### config.mk
export PLATFORM = sky130hd
export DESIGN_NAME = group_by_index_partition_top
export DESIGN_NICKNAME = d
export VERILOG_FILES = /design/src/rtl/core/gbip_pkg.sv /design/src/rtl/core/gbip_dp.sv /design/src/rtl/core/gbip_ctrl.sv /design/src/rtl/core/group_by_index_partition_top.sv
export SDC_FILE = /design/constraint.sdc
export NUM_CORES = 2
export LEC_CHECK = 0
export BUFFER_PORTS_ARGS = -buffer_cell sky130_fd_sc_hd__buf_4
export CAP_MARGIN = 40
export CORE_MARGIN = 5
export CORE_UTILIZATION = 45
export CTS_BUF_LIST = sky130_fd_sc_hd__clkbuf_8 sky130_fd_sc_hd__clkbuf_16
export DETAILED_ROUTE_END_ITERATION = 12
export GPL_TIMING_DRIVEN = 0
export PLACE_DENSITY = 0.59
export SETUP_SLACK_MARGIN = 0.2
export SYNTH_ARGS = -nofsm -noshare
export SYNTH_HDL_FRONTEND = slang
export SYNTH_SLANG_ARGS = --single-unit
### constraint.sdc
create_clock -name clk -period 7.7 [get_ports clk]
set_input_delay 1.54 -clock clk [delete_from_list [all_inputs] [get_ports clk]]
set_output_delay 1.54 -clock clk [all_outputs]
set_load 0.01 [all_outputs]
### src/rtl/core/gbip_pkg.sv
// gbip_pkg: shared constants, word types and control structs for the
// group-by-index partition block; no dependencies
package gbip_pkg;

    localparam int DEPTH       = 32;
    localparam int GROUPS      = 32;
    localparam int DATA_WIDTH  = 32;
    localparam int MAX_RESULTS = 64;

    localparam int ADDR_W = $clog2(DEPTH);
    localparam int CNT_W  = $clog2(DEPTH + 1);
    localparam int GIDX_W = $clog2(GROUPS);
    localparam int GCNT_W = $clog2(GROUPS + 1);
    localparam int SUM_W  = CNT_W + 8;

    localparam logic [1:0] ERR_NONE  = 2'd0;
    localparam logic [1:0] ERR_INDEX = 2'd1;
    localparam logic [1:0] ERR_CAP   = 2'd2;

    localparam logic signed [6:0] IDX_DROP = -7'sd1;

    typedef struct packed {
        logic signed [6:0] group_index;
        logic [31:0]       cell_value;
        logic              last_item;
        logic [5:0]        length_floor;
    } item_t;

    typedef struct packed {
        logic [4:0]  group_number;
        logic [31:0] cell_value_res;
        logic        group_empty;
        logic        last_of_group;
        logic [5:0]  group_count;
        logic [1:0]  error_code;
        logic        last_result;
    } res_t;

    typedef struct packed {
        logic [GIDX_W-1:0]     idx;
        logic [DATA_WIDTH-1:0] val;
    } entry_t;

    typedef enum logic [2:0] {
        PUSH_NONE,
        PUSH_SINGLE,
        PUSH_EMPTY,
        PUSH_MID,
        PUSH_LAST
    } push_t;

    typedef struct packed {
        logic  load;
        logic  fin;
        logic  clear;
        logic  grp_start;
        logic  grp_next;
        logic  scan_start;
        logic  rd;
        logic  take;
        push_t push;
    } cmd_t;

    typedef struct packed {
        logic err_nz;
        logic count_zero;
        logic seen;
        logic scan_done;
        logic match;
        logic g_last;
        logic out_free;
    } sts_t;

endpackage

### src/rtl/core/gbip_dp.sv
// gbip_dp: element memory, group bookkeeping, scan counters and output register
// depends on gbip_pkg; driven by gbip_ctrl commands
module gbip_dp (
    input  logic           clk,
    input  logic           rst_n,
    input  gbip_pkg::item_t item,
    input  gbip_pkg::cmd_t  cmd,
    output gbip_pkg::sts_t  sts,
    output gbip_pkg::res_t  res,
    output logic           res_valid,
    input  logic           res_stall
);

    gbip_pkg::entry_t mem [gbip_pkg::DEPTH];

    logic [1:0]                  err_reg, err_next;
    logic [gbip_pkg::CNT_W-1:0]  elem_reg;
    logic [5:0]                  hi_reg;
    logic [gbip_pkg::GCNT_W-1:0] nonempty_reg;
    logic [gbip_pkg::GROUPS-1:0] seen_reg;
    logic                        res_valid_reg;

    logic [5:0]                      floor_reg;
    logic [5:0]                      count_reg;
    logic [gbip_pkg::GIDX_W-1:0]     g_reg;
    logic [gbip_pkg::CNT_W-1:0]      i_reg;
    logic [gbip_pkg::DATA_WIDTH-1:0] pend_reg;
    gbip_pkg::entry_t                rd_reg;
    gbip_pkg::res_t                  res_reg, res_next;

    logic                        idx_neg, idx_bad, idx_over, full, store, out_free;
    logic [5:0]                  idx_u, idx_p1, cnt_c;
    logic [gbip_pkg::SUM_W-1:0]  sum_c;

    assign idx_neg  = item.group_index[6];
    assign idx_bad  = item.group_index < gbip_pkg::IDX_DROP;
    assign idx_u    = item.group_index[5:0];
    assign idx_p1   = idx_u + 6'd1;
    assign idx_over = idx_u >= 6'(gbip_pkg::GROUPS);
    assign full     = elem_reg >= gbip_pkg::CNT_W'(gbip_pkg::DEPTH);
    assign store    = cmd.load && !idx_neg && !idx_over && !full
                      && (err_reg == gbip_pkg::ERR_NONE);

    assign cnt_c = (floor_reg > hi_reg) ? floor_reg : hi_reg;
    assign sum_c = gbip_pkg::SUM_W'(elem_reg) + gbip_pkg::SUM_W'(cnt_c)
                   - gbip_pkg::SUM_W'(nonempty_reg);

    assign out_free = !res_valid_reg || !res_stall;

    always_comb
    begin
        err_next = err_reg;
        if (cmd.load)
        begin
            if (idx_bad)
                err_next = gbip_pkg::ERR_INDEX;
            else if (!idx_neg && (idx_over || full) && err_reg == gbip_pkg::ERR_NONE)
                err_next = gbip_pkg::ERR_CAP;
        end
        else if (cmd.fin)
        begin
            if (err_reg == gbip_pkg::ERR_NONE
                && (floor_reg > 6'(gbip_pkg::GROUPS)
                    || sum_c > gbip_pkg::SUM_W'(gbip_pkg::MAX_RESULTS)))
                err_next = gbip_pkg::ERR_CAP;
        end
    end

    always_comb
    begin
        res_next = '0;
        res_next.group_number  = 5'(g_reg);
        res_next.group_count   = count_reg;
        res_next.error_code    = gbip_pkg::ERR_NONE;
        case (cmd.push)
            gbip_pkg::PUSH_SINGLE:
            begin
                res_next.group_number = '0;
                res_next.group_count  = '0;
                res_next.error_code   = err_reg;
                res_next.last_result  = 1'b1;
            end
            gbip_pkg::PUSH_EMPTY:
            begin
                res_next.group_empty   = 1'b1;
                res_next.last_of_group = 1'b1;
                res_next.last_result   = sts.g_last;
            end
            gbip_pkg::PUSH_MID:
            begin
                res_next.cell_value_res = 32'(pend_reg);
            end
            gbip_pkg::PUSH_LAST:
            begin
                res_next.cell_value_res = 32'(pend_reg);
                res_next.last_of_group  = 1'b1;
                res_next.last_result    = sts.g_last;
            end
            default:
            begin
                res_next = '0;
            end
        endcase
    end

    always_ff @(posedge clk or negedge rst_n)
    begin
        if (!rst_n)
        begin
            err_reg       <= gbip_pkg::ERR_NONE;
            elem_reg      <= '0;
            hi_reg        <= '0;
            nonempty_reg  <= '0;
            seen_reg      <= '0;
            res_valid_reg <= 1'b0;
        end
        else
        begin
            if (cmd.clear)
            begin
                err_reg      <= gbip_pkg::ERR_NONE;
                elem_reg     <= '0;
                hi_reg       <= '0;
                nonempty_reg <= '0;
                seen_reg     <= '0;
            end
            else
            begin
                err_reg <= err_next;
                if (store)
                begin
                    elem_reg <= elem_reg + gbip_pkg::CNT_W'(1);
                    seen_reg[idx_u[gbip_pkg::GIDX_W-1:0]] <= 1'b1;
                    if (!seen_reg[idx_u[gbip_pkg::GIDX_W-1:0]])
                        nonempty_reg <= nonempty_reg + gbip_pkg::GCNT_W'(1);
                    if (idx_p1 > hi_reg)
                        hi_reg <= idx_p1;
                end
            end
            if (cmd.push != gbip_pkg::PUSH_NONE)
                res_valid_reg <= 1'b1;
            else if (!res_stall)
                res_valid_reg <= 1'b0;
        end
    end

    always_ff @(posedge clk)
    begin
        if (store)
            mem[elem_reg[gbip_pkg::ADDR_W-1:0]] <= '{idx: idx_u[gbip_pkg::GIDX_W-1:0],
                                                    val: item.cell_value[gbip_pkg::DATA_WIDTH-1:0]};
        if (cmd.rd)
            rd_reg <= mem[i_reg[gbip_pkg::ADDR_W-1:0]];
    end

    always_ff @(posedge clk)
    begin
        if (cmd.load)
            floor_reg <= item.length_floor;
        if (cmd.fin)
            count_reg <= cnt_c;
        if (cmd.grp_start)
            g_reg <= '0;
        else if (cmd.grp_next)
            g_reg <= g_reg + gbip_pkg::GIDX_W'(1);
        if (cmd.scan_start)
            i_reg <= '0;
        else if (cmd.rd)
            i_reg <= i_reg + gbip_pkg::CNT_W'(1);
        if (cmd.take)
            pend_reg <= rd_reg.val;
        if (cmd.push != gbip_pkg::PUSH_NONE)
            res_reg <= res_next;
    end

    assign sts.err_nz     = err_reg != gbip_pkg::ERR_NONE;
    assign sts.count_zero = count_reg == 6'd0;
    assign sts.seen       = seen_reg[g_reg];
    assign sts.scan_done  = i_reg == elem_reg;
    assign sts.match      = rd_reg.idx == g_reg;
    assign sts.g_last     = ({1'b0, g_reg} + 6'd1) == count_reg;
    assign sts.out_free   = out_free;

    assign res       = res_reg;
    assign res_valid = res_valid_reg;

endmodule

### src/rtl/core/gbip_ctrl.sv
// gbip_ctrl: sequencer for load, final check and group-by-group emission
// depends on gbip_pkg; commands gbip_dp
module gbip_ctrl (
    input  logic           clk,
    input  logic           rst_n,
    input  logic           item_valid,
    input  logic           last_item,
    output logic           item_stall,
    input  gbip_pkg::sts_t  sts,
    output gbip_pkg::cmd_t  cmd
);

    typedef enum logic [2:0] {
        S_LOAD,
        S_FIN,
        S_DEC,
        S_GRP,
        S_SCAN,
        S_CMP,
        S_TAIL
    } state_t;

    state_t state_reg, state_next;

    // pending match held in the datapath for the current group
    logic cmd_pend_reg;

    always_comb
    begin
        state_next = state_reg;
        cmd        = '0;
        cmd.push   = gbip_pkg::PUSH_NONE;
        case (state_reg)
            S_LOAD:
            begin
                if (item_valid)
                begin
                    cmd.load = 1'b1;
                    if (last_item)
                        state_next = S_FIN;
                end
            end
            S_FIN:
            begin
                cmd.fin    = 1'b1;
                state_next = S_DEC;
            end
            S_DEC:
            begin
                if (sts.err_nz || sts.count_zero)
                begin
                    if (sts.out_free)
                    begin
                        cmd.push   = gbip_pkg::PUSH_SINGLE;
                        cmd.clear  = 1'b1;
                        state_next = S_LOAD;
                    end
                end
                else
                begin
                    cmd.grp_start = 1'b1;
                    state_next    = S_GRP;
                end
            end
            S_GRP:
            begin
                if (sts.seen)
                begin
                    cmd.scan_start = 1'b1;
                    state_next     = S_SCAN;
                end
                else if (sts.out_free)
                begin
                    cmd.push = gbip_pkg::PUSH_EMPTY;
                    if (sts.g_last)
                    begin
                        cmd.clear  = 1'b1;
                        state_next = S_LOAD;
                    end
                    else
                        cmd.grp_next = 1'b1;
                end
            end
            S_SCAN:
            begin
                if (sts.scan_done)
                    state_next = S_TAIL;
                else
                begin
                    cmd.rd     = 1'b1;
                    state_next = S_CMP;
                end
            end
            S_CMP:
            begin
                if (!sts.match)
                    state_next = S_SCAN;
                else if (!cmd_pend_reg)
                begin
                    cmd.take   = 1'b1;
                    state_next = S_SCAN;
                end
                else if (sts.out_free)
                begin
                    cmd.push   = gbip_pkg::PUSH_MID;
                    cmd.take   = 1'b1;
                    state_next = S_SCAN;
                end
            end
            S_TAIL:
            begin
                if (sts.out_free)
                begin
                    cmd.push = gbip_pkg::PUSH_LAST;
                    if (sts.g_last)
                    begin
                        cmd.clear  = 1'b1;
                        state_next = S_LOAD;
                    end
                    else
                    begin
                        cmd.grp_next = 1'b1;
                        state_next   = S_GRP;
                    end
                end
            end
            default:
            begin
                state_next = S_LOAD;
            end
        endcase
    end

    always_ff @(posedge clk or negedge rst_n)
    begin
        if (!rst_n)
        begin
            state_reg    <= S_LOAD;
            cmd_pend_reg <= 1'b0;
        end
        else
        begin
            state_reg <= state_next;
            if (cmd.scan_start)
                cmd_pend_reg <= 1'b0;
            else if (cmd.take)
                cmd_pend_reg <= 1'b1;
        end
    end

    assign item_stall = state_reg != S_LOAD;

endmodule

### src/rtl/core/group_by_index_partition_top.sv
// group_by_index_partition_top: loads one word per cycle while the list is open
// after the last word: a final check, then a lone word on error or zero groups, else
// a word per empty group and per element; each filled group rescans the element memory
// results leave through an output register; loading is stalled during emission
// asynchronous active-low reset clears the load counts, group marks and output valid
// depends on gbip_pkg, gbip_ctrl, gbip_dp
module group_by_index_partition_top (
    input  logic           clk,
    input  logic           rst_n,
    input  logic           item_valid,
    output logic           item_stall,
    input  gbip_pkg::item_t item,
    output logic           res_valid,
    input  logic           res_stall,
    output gbip_pkg::res_t  res
);

    gbip_pkg::cmd_t cmd;
    gbip_pkg::sts_t sts;

    gbip_ctrl u_ctrl (
        .clk        (clk),
        .rst_n      (rst_n),
        .item_valid (item_valid),
        .last_item  (item.last_item),
        .item_stall (item_stall),
        .sts        (sts),
        .cmd        (cmd)
    );

    gbip_dp u_dp (
        .clk       (clk),
        .rst_n     (rst_n),
        .item      (item),
        .cmd       (cmd),
        .sts       (sts),
        .res       (res),
        .res_valid (res_valid),
        .res_stall (res_stall)
    );

endmodule

==> impl_metrics.env <==
export IMPL_status="finished clean"
export IMPL_clock_power_share=0.356
export IMPL_worst_endpoint_arrival_ns=5.51
export IMPL_ios=100
export IMPL_ctsRootBufferMaster="clkbuf_16"
export IMPL_die_w_um=357
export IMPL_fin_util=0.535
export IMPL_clkSlewWorstSetupHoldPaths_ns=0.06
export IMPL_tightest_slew_ns=0.931
export IMPL_cp_slowest_cell="edfxtp_1"
export IMPL_final_area_um2=64100
export IMPL_synth_top_area_cell="edfxtp_1"
export IMPL_min_period_over_period=0.642
export IMPL_place_gp_congestion=0.810
export IMPL_final_setup_worst_slack_ns=2.76
export IMPL_postSynthAreaPerCell_um2=22.0
export IMPL_cts_buffers=142
export IMPL_synthCells=2466
export IMPL_cts_buffer_depth=3
export IMPL_yosysTopAreaCellShare=0.728
export IMPL_vias_per_cell=5.91
export IMPL_reg2reg_slack_ns=2.76
export IMPL_ant_nets=0
export IMPL_startpoint_type="register"
export IMPL_clk_latency_ns=0.74
export IMPL_cts_tree="done"
export IMPL_nNetsFinal=2913
export IMPL_ctsHtreeMaxLevel=4
export IMPL_internal_power_mw=14.4
export IMPL_grt_pass1_vias=27800
export IMPL_clock_fmax_ghz=0.202
export IMPL_hold_buffers=0
export IMPL_synth_most_common_cell="edfxtp_1"
export IMPL_route_detailed_drc=0
export IMPL_switching_power_mw=4.98
export IMPL_grt_ovfl_total=0
export IMPL_grt_max_degree=58
export IMPL_async_reset_ff_frac=0.0413
export IMPL_syn_num_nets=2553
export IMPL_synth_area_top_cells="edfxtp_1, mux4_2, dfrtp_1"
export IMPL_relSlewSlack=0.379
export IMPL_postCtsResizedCells=0
export IMPL_largest_reg_flops=1184
export IMPL_dr_pass1_iters=5
export IMPL_path_cells="ha_1 -> nor2b_1 -> o21a_1 -> o21a_1 -> o21a_1 -> o21a_1 -> o22ai_2 -> mux2_2 -> ha_1 -> a21o_1 -> a21oi_1 -> o21bai_1 -> a21oi_1 -> xnor2_1 -> ha_1 -> nor4bb_1 -> o21bai_1 -> nand3_1 -> a32oi_1 -> a211oi_1 -> nor3_1"
export IMPL_yosysUniqueCellTypes=70
export IMPL_synthTopCellsByCount="edfxtp_1, mux4_2, nor2_1"
export IMPL_drtIter0Drc=3013
export IMPL_io_buffers=99
export IMPL_dp_slack_ns=2.66
export IMPL_num_vias=26900
export IMPL_grt_pass1_wl_um=198000
export IMPL_hp_class="register to register"
export IMPL_setup_viol=0
export IMPL_end_kind="register"
export IMPL_swShare=0.257
export IMPL_fin_crit_ns=4.94
export IMPL_antenna_cells=0
export IMPL_initial_core_util=0.452
export IMPL_synth_seq_area_share=0.758
export IMPL_crit_fanout=7
export IMPL_p_leak_nw=20.5
export IMPL_postCtsSetupBuffers=0
export IMPL_wire_per_inst_um=30.2
export IMPL_synth_edff_count=1313
export IMPL_clock_skew_ns=0.0435
export IMPL_die_area_um2=127000
export IMPL_seq_power_share=0.450
export IMPL_synth_ff_type="edfxtp_1"
export IMPL_holdWs_ns=0.414
export IMPL_rsz0062_at_grt="false"
export IMPL_antenna_found_initial=2
export IMPL_yosys_warnings=0
export IMPL_cts_sink_count=1381
export IMPL_drv_cap=0
export IMPL_dpl_instance_area_um2=59400
export IMPL_area_growth_pct=18.3
export IMPL_rows=127
export IMPL_finalHoldViolations=0
export IMPL_grt_util_all_layers=0.217
export IMPL_syn_area_um2=54200
export IMPL_required_ns=8.26
export IMPL_ir_drop_mv=0.237
export IMPL_dieHeight_um=357
export IMPL_synth_seq_cells=1381
export IMPL_slew_violations=0
export IMPL_path_common_cell="o21a_1"
export IMPL_core_area_um2=120000
export IMPL_finalSetupTns_ns=0
export IMPL_cellPowerDensity_nw_per_um2=302
export IMPL_wl_um=137000
export IMPL_comb_power_share=0.194
export IMPL_place_hpwl_um=92200
export IMPL_cp_slowest_stage_delay_ns=0.48
export IMPL_path_class="register to register"
export IMPL_drive_above_1_share=0.332
## worst max-delay path, delay by kind of cell, from the launching register on
kind | cells | cell delay [ns]
xor gates and xnor gates | 1 | 0.10
muxes | 1 | 0.43
and+or+nand+nor | 4 | 0.61
AOI/OAI and AO/OA | 12 | 2.16
adders and majority gates | 3 | 1.01
DFF | 1 | 0.48
## path summary, 6_finish.rpt
path | start | endpoint | cells past startpoint
min reg2reg | u_dp.rd_reg[5] | u_dp.pend_reg[5] | 0
max reg2reg | u_dp.floor_reg[1] | u_dp.err_reg[1] | 21
max | u_dp.floor_reg[1] | u_dp.err_reg[1] | 21
min | u_dp.rd_reg[5] | u_dp.pend_reg[5] | 0
max in group asynchronous | rst_n | u_dp.seen_reg[4] | 1
min in group asynchronous | rst_n | u_dp.nonempty_reg[1] | 1
## metal layers
layer | vias up | GRT usage | share of wire
met5 | - | 0 | 0
met4 | 0 | 0.0632 | 0.029
met3 | 241 | 0.0412 | 0.068
met2 | 1040 | 0.350 | 0.49
met1 | 14600 | 0.305 | 0.42
li1 | 11000 | - | -
## placed cells by master, fill, tap and decap left out, types with 33 or more instances in the layout
cell	instances
ha_1	35
nand2_1	33
mux4_2	378
clkbuf_1	53
and3_1	37
buf_12	45
inv_1	68
clkbuf_16	147
buf_4	104
edfxtp_1	1313
nor2_4	34
dfrtp_1	57
mux2_2	43
a21oi_1	54
nor2_2	50
## power by group through the flow
stage,clock network [mW],logic (mW),registers [mW]
final,6.90,3.76,8.70
after floorplan,0,2.32,8.87
after CTS,7.03,3.81,8.70
after detailed placement,0,3.79,8.85
after global placement,0,3.54,8.87
after global routing,7.35,4.04,8.71
## area by class of cell
cell class                 count  area, µm²
clock inverter               108       1030
multi-input combinational    929      12700
timing repair buffer         216       2930
buffer                       124        578
sequential                  1381      41100
tap                         1612       2020
inverter                      32        120
clock buffer                 149       3710
fill                        9189      55700
## per-stage QoR
stage | instances | power, mW
6_report | 4551 | 19.3
5_1_grt | 4551 | 20.1
4_1_cts | 4550 | 19.5
3_5_place_dp | 4293 | 12.6
3_3_place_gp | 4177 | 12.4
2_1_floorplan | 2466 | 11.2
## logic make-up after synthesis
group,share of synthesized area
XOR/XNOR,0.00630
AND/OR/NAND/NOR,0.0299
flip-flops,0.758
buffers and inverters,0.0128
AO/OA/AOI/OAI,0.0132
multiplexers,0.171
adder cells (fa/ha/maj),0.00882
Note: power is estimated with default switching activity, not from simulation.
